### config.mk
export PLATFORM = sky130hd
export DESIGN_NAME = bpd_cell
export DESIGN_NICKNAME = d
export VERILOG_FILES = /design/src/hw/rtl/bpd_pkg.sv /design/src/hw/rtl/bpd_cell.sv
export SDC_FILE = /design/constraint.sdc
export NUM_CORES = 1
export LEC_CHECK = 0
export BUFFER_PORTS_ARGS = -buffer_cell sky130_fd_sc_hd__buf_2
export CAP_MARGIN = 20
export CORE_UTILIZATION = 34
export CTS_BUF_LIST = sky130_fd_sc_hd__clkbuf_16
export CTS_CLUSTER_DIAMETER = 40
export DETAILED_ROUTE_END_ITERATION = 10
export PLACE_DENSITY = 0.76
export SETUP_SLACK_MARGIN = 0.3
export SYNTH_ARGS = -nofsm -noshare
export SYNTH_HDL_FRONTEND = slang
export SYNTH_SLANG_ARGS = --single-unit
### constraint.sdc
create_clock -name clk -period 3.1 [get_ports clk]
set_input_delay 0.62 -clock clk [delete_from_list [all_inputs] [get_ports clk]]
set_output_delay 0.62 -clock clk [all_outputs]
set_load 0.02 [all_outputs]
### src/hw/rtl/bpd_pkg.sv
package bpd_pkg;

  // Default sizes.
  localparam int DEPTH_DEF      = 256;
  localparam int COORD_BITS_DEF = 8;

  // Stream word widths.
  localparam int IN_W  = 40;
  localparam int OUT_W = 88;

  // Input word layout.
  localparam int IN_CMD_LO = 0;
  localparam int IN_X_LO   = 3;
  localparam int IN_Y_LO   = 11;
  localparam int IN_SYM_LO = 19;
  localparam int IN_IDX_LO = 27;

  // Output word layout.
  localparam int OUT_STATUS_LO = 0;
  localparam int OUT_SIZE_LO   = 2;
  localparam int OUT_ELEM_LO   = 11;
  localparam int OUT_HEAD_LO   = 35;
  localparam int OUT_TAIL_LO   = 59;
  localparam int OUT_USED_W    = 83;

  // Commands.
  localparam logic [2:0] CMD_INS_HEAD = 3'd0;
  localparam logic [2:0] CMD_INS_TAIL = 3'd1;
  localparam logic [2:0] CMD_RM_HEAD  = 3'd2;
  localparam logic [2:0] CMD_RM_TAIL  = 3'd3;
  localparam logic [2:0] CMD_READ     = 3'd4;

  // Result status codes.
  localparam logic [1:0] STATUS_DONE  = 2'd0;
  localparam logic [1:0] STATUS_FULL  = 2'd1;
  localparam logic [1:0] STATUS_EMPTY = 2'd2;

  // What a cell loads in a cycle.
  typedef enum logic [1:0] {
    CELL_HOLD,
    CELL_FROM_LEFT,
    CELL_FROM_RIGHT,
    CELL_WRITE_AT
  } cell_op_t;

  // Assemble one result word from its fields.
  function automatic logic [OUT_W-1:0] pack_result(
    input logic [1:0] status,
    input logic [8:0] size,
    input logic [7:0] ex, input logic [7:0] ey, input logic [7:0] es,
    input logic [7:0] hx, input logic [7:0] hy, input logic [7:0] hs,
    input logic [7:0] tx, input logic [7:0] ty, input logic [7:0] ts
  );
    return {5'd0, ts, ty, tx, hs, hy, hx, es, ey, ex, size, status};
  endfunction

endpackage

### src/hw/rtl/bpd_cell.sv
module bpd_cell #(
  parameter int ENTRY_W = 24,
  parameter int CNT_W   = 9,
  parameter int IDX     = 0
) (
  input  logic               clk,
  input  bpd_pkg::cell_op_t  op,
  input  logic [CNT_W-1:0]   count,
  input  logic [ENTRY_W-1:0] item,
  input  logic [ENTRY_W-1:0] left_entry,
  input  logic [ENTRY_W-1:0] right_entry,
  output logic [ENTRY_W-1:0] entry
);
  import bpd_pkg::*;

  logic               hit;
  logic [ENTRY_W-1:0] entry_next;

  // This cell is the first free slot when its position equals the count.
  assign hit = (count == CNT_W'(IDX));

  // Pick what the cell holds next.
  always_comb begin
    entry_next = entry;
    unique case (op)
      CELL_HOLD:       entry_next = entry;
      CELL_FROM_LEFT:  entry_next = left_entry;
      CELL_FROM_RIGHT: entry_next = right_entry;
      CELL_WRITE_AT:   entry_next = hit ? item : entry;
      default:         entry_next = entry;
    endcase
  end

  always_ff @(posedge clk) begin
    entry <= entry_next;
  end

endmodule

==> run metrics <==
final net count 299; hold crit path type in2reg; Max Fclk 510 MHz; M1 GR Usage 20.2%; Syn Std Cell Area approximately 1300 sq um; drt first pass iters 4; CTS tree yes; Resized cells post-CTS 0; placed cells roughly 260; root buf cell clkbuf_16; Placement Rows 21; Sink Count 24; Clk pwr share between 20% and 30%; Setup WS post-layout ~1.1 ns; Antenna Cells 0; Initial DRC Count 49; final hold vios 0; Die Wd 62.8 um; Post-Layout Cell Count 260; switching power about 0.25 mW; Mean Syn Cell Area between 10 and 15 sq um; setup bufs post-CTS 0; sequential share of power 45.5%; Slew Viols, Final 0; Num CTS Buffers 3; met2 Track Usage GR between 20% and 30%; Switching Share 26.8%; H-tree level count 1; critical path data required time roughly 3.0 ns; CP Capture Point entry[12]; I/O Buffers 107; critical-path cell list buf_2, or4_4, o41ai_4, buf_4; routed length per instance 12.3 um; Critical Path Max Stage Delay about 0.54 ns; final worst path period share 63.2%; Tot Pwr 0.940 mW; cell count after synthesis 108; Worst slew margin between 70% and 80%; worst slew pin tran 0.442 ns; fin area 1920 sq um; DRC 0; gpl congestion 0.761; CP Max Fanout 24; Ports 108; slowest stage cell, crit path or4_4; Critical Path AT 1.89 ns; Max VDD drop 0.181 mV; Reg with most FFs entry; total negative slack 0 ns; clock buffer depth 2; wirelength, routed 3.19 mm; CP Class in2reg; power per cell area between 400 and 500 nW/um^2; DIE AREA between 3000 and 4000 sq um; initial antenna violation count 0; largest net degree at the start of global routing 50; MaxCap Viol Count 0; starting density of the core between 30% and 40%; RSZ-0062 raised after global routing false; Via density 4.66; GR Layer Usage met3 under 10%; Vias 1212; final setup violation count 0; outcome finished clean; DP HPWL 2.49 mm; Comb pwr share approximately 26%; Layout Area Growth over Synthesis 52.9%; Yosys reg bits 24; Regs by FF count entry: 24 flops; All-Layer GR Usage roughly 17%; Largest register FFs 24; P_int 0.688 mW; Synth cell types 12; CP Capture Type register; Synthesized Nets 192; leakage power 0.950 nW; clock slew at reported path FFs 0.06 ns; YS warnings 0; startpoint types primary input; layout cell share with drive strength beyond 1 53.7%; layer with the highest usage met2; placed cell areas 1840 sq um; CTS Hold Bufs 0; grt ovf 0; Seq/Total Area, Yosys 57.3%; Place WS 0.865 ns; Die H ~63 um; fin crit period around 2.0 ns; Worst Setup SP count[2]; vias in the first global route 1109; Routed Antenna Nets 0; core box area 3440 sq um; first-pass GRT wire length about 5.1 mm
-- how the worst min path moves through the flow --
stage                    from         to  slack, ns  depth (start not counted)
6_report       left_entry[10]  entry[10]       0.68                          3
5_1_grt         left_entry[4]   entry[4]       0.69                          3
4_1_cts         left_entry[8]   entry[8]       0.68                          3
3_5_place_dp   left_entry[17]  entry[17]       0.95                          3
3_3_place_gp    left_entry[7]   entry[7]       0.94                          3
2_1_floorplan  left_entry[17]  entry[17]       0.85                          2
-- per-layer routing --
| layer | share of wire [%] | up-vias |
|---|---|---|
| met5 | 0 | - |
| met4 | 1.0 | 0 |
| met3 | 8.9 | 4 |
| met2 | 49 | 68 |
| met1 | 41 | 529 |
| li1 | - | 611 |
-- worst max-delay path: cells and delay by family --
family | cells | cell delay (ns)
AOI/OAI and AO/OA | 1 | 0.28
buffers and inverters | 2 | 0.44
and+or+nand+nor | 1 | 0.54
-- metrics by stage --
step / utilization [%] / hold slack [ns]
detailed placement: 53.6 / 0.946
global route: 55.9 / 0.693
CTS: 55.9 / 0.685
floorplan: - / 0.846
finish: 55.9 / 0.683
global placement: 53.6 / 0.940
-- logic make-up after synthesis --
group / count (synthesis) / synth area share [%]
multiplexers: 24 / 19.1
flip-flops: 24 / 57.3
AND/OR/NAND/NOR: 26 / 8.86
XOR/XNOR: 1 / 0.697
AO/OA/AOI/OAI: 25 / 10.8
buffers and inverters: 8 / 3.18
-- cells in the final DEF (no fill, tap or decap), drive strengths merged --
master    n
nor2     24
o41ai     1
edfxtp   24
xnor2     1
buf     110
a21oi    24
or4b      1
or4       1
clkinv    1
clkbuf    3
mux2i    24
-- power by group through the flow --
stage / clock (mW) / sequential [mW] / combinational [mW]
after global routing: 0.294 / 0.432 / 0.261
after CTS: 0.279 / 0.428 / 0.243
final: 0.273 / 0.428 / 0.239
after global placement: 0 / 0.432 / 0.240
after floorplan: 0 / 0.500 / 0.0686
after detailed placement: 0 / 0.434 / 0.243
-- cells in the mapped netlist (all sizes together) --
master  number  share of area, %
mux2i       24                19
clkbuf       3              0.90
xnor2        1              0.70
or4b         1              0.80
or4          1              0.90
nor2        24               7.2
edfxtp      24                57
buf          5               2.3
o41ai        1               1.3
a21oi       24               9.6
-- final cells by class --
type / instances / area (sq um)
Clock buffer: 3 / 75.1
Multi-Input combinational cell: 76 / 508
Fill cell: 305 / 1520
Sequential cell: 24 / 721
Clock inverter: 1 / 3.75
Tap cell: 46 / 57.6
Timing Repair Buffer: 110 / 558
No activity file was read; power rests on OpenSTA's default activity.
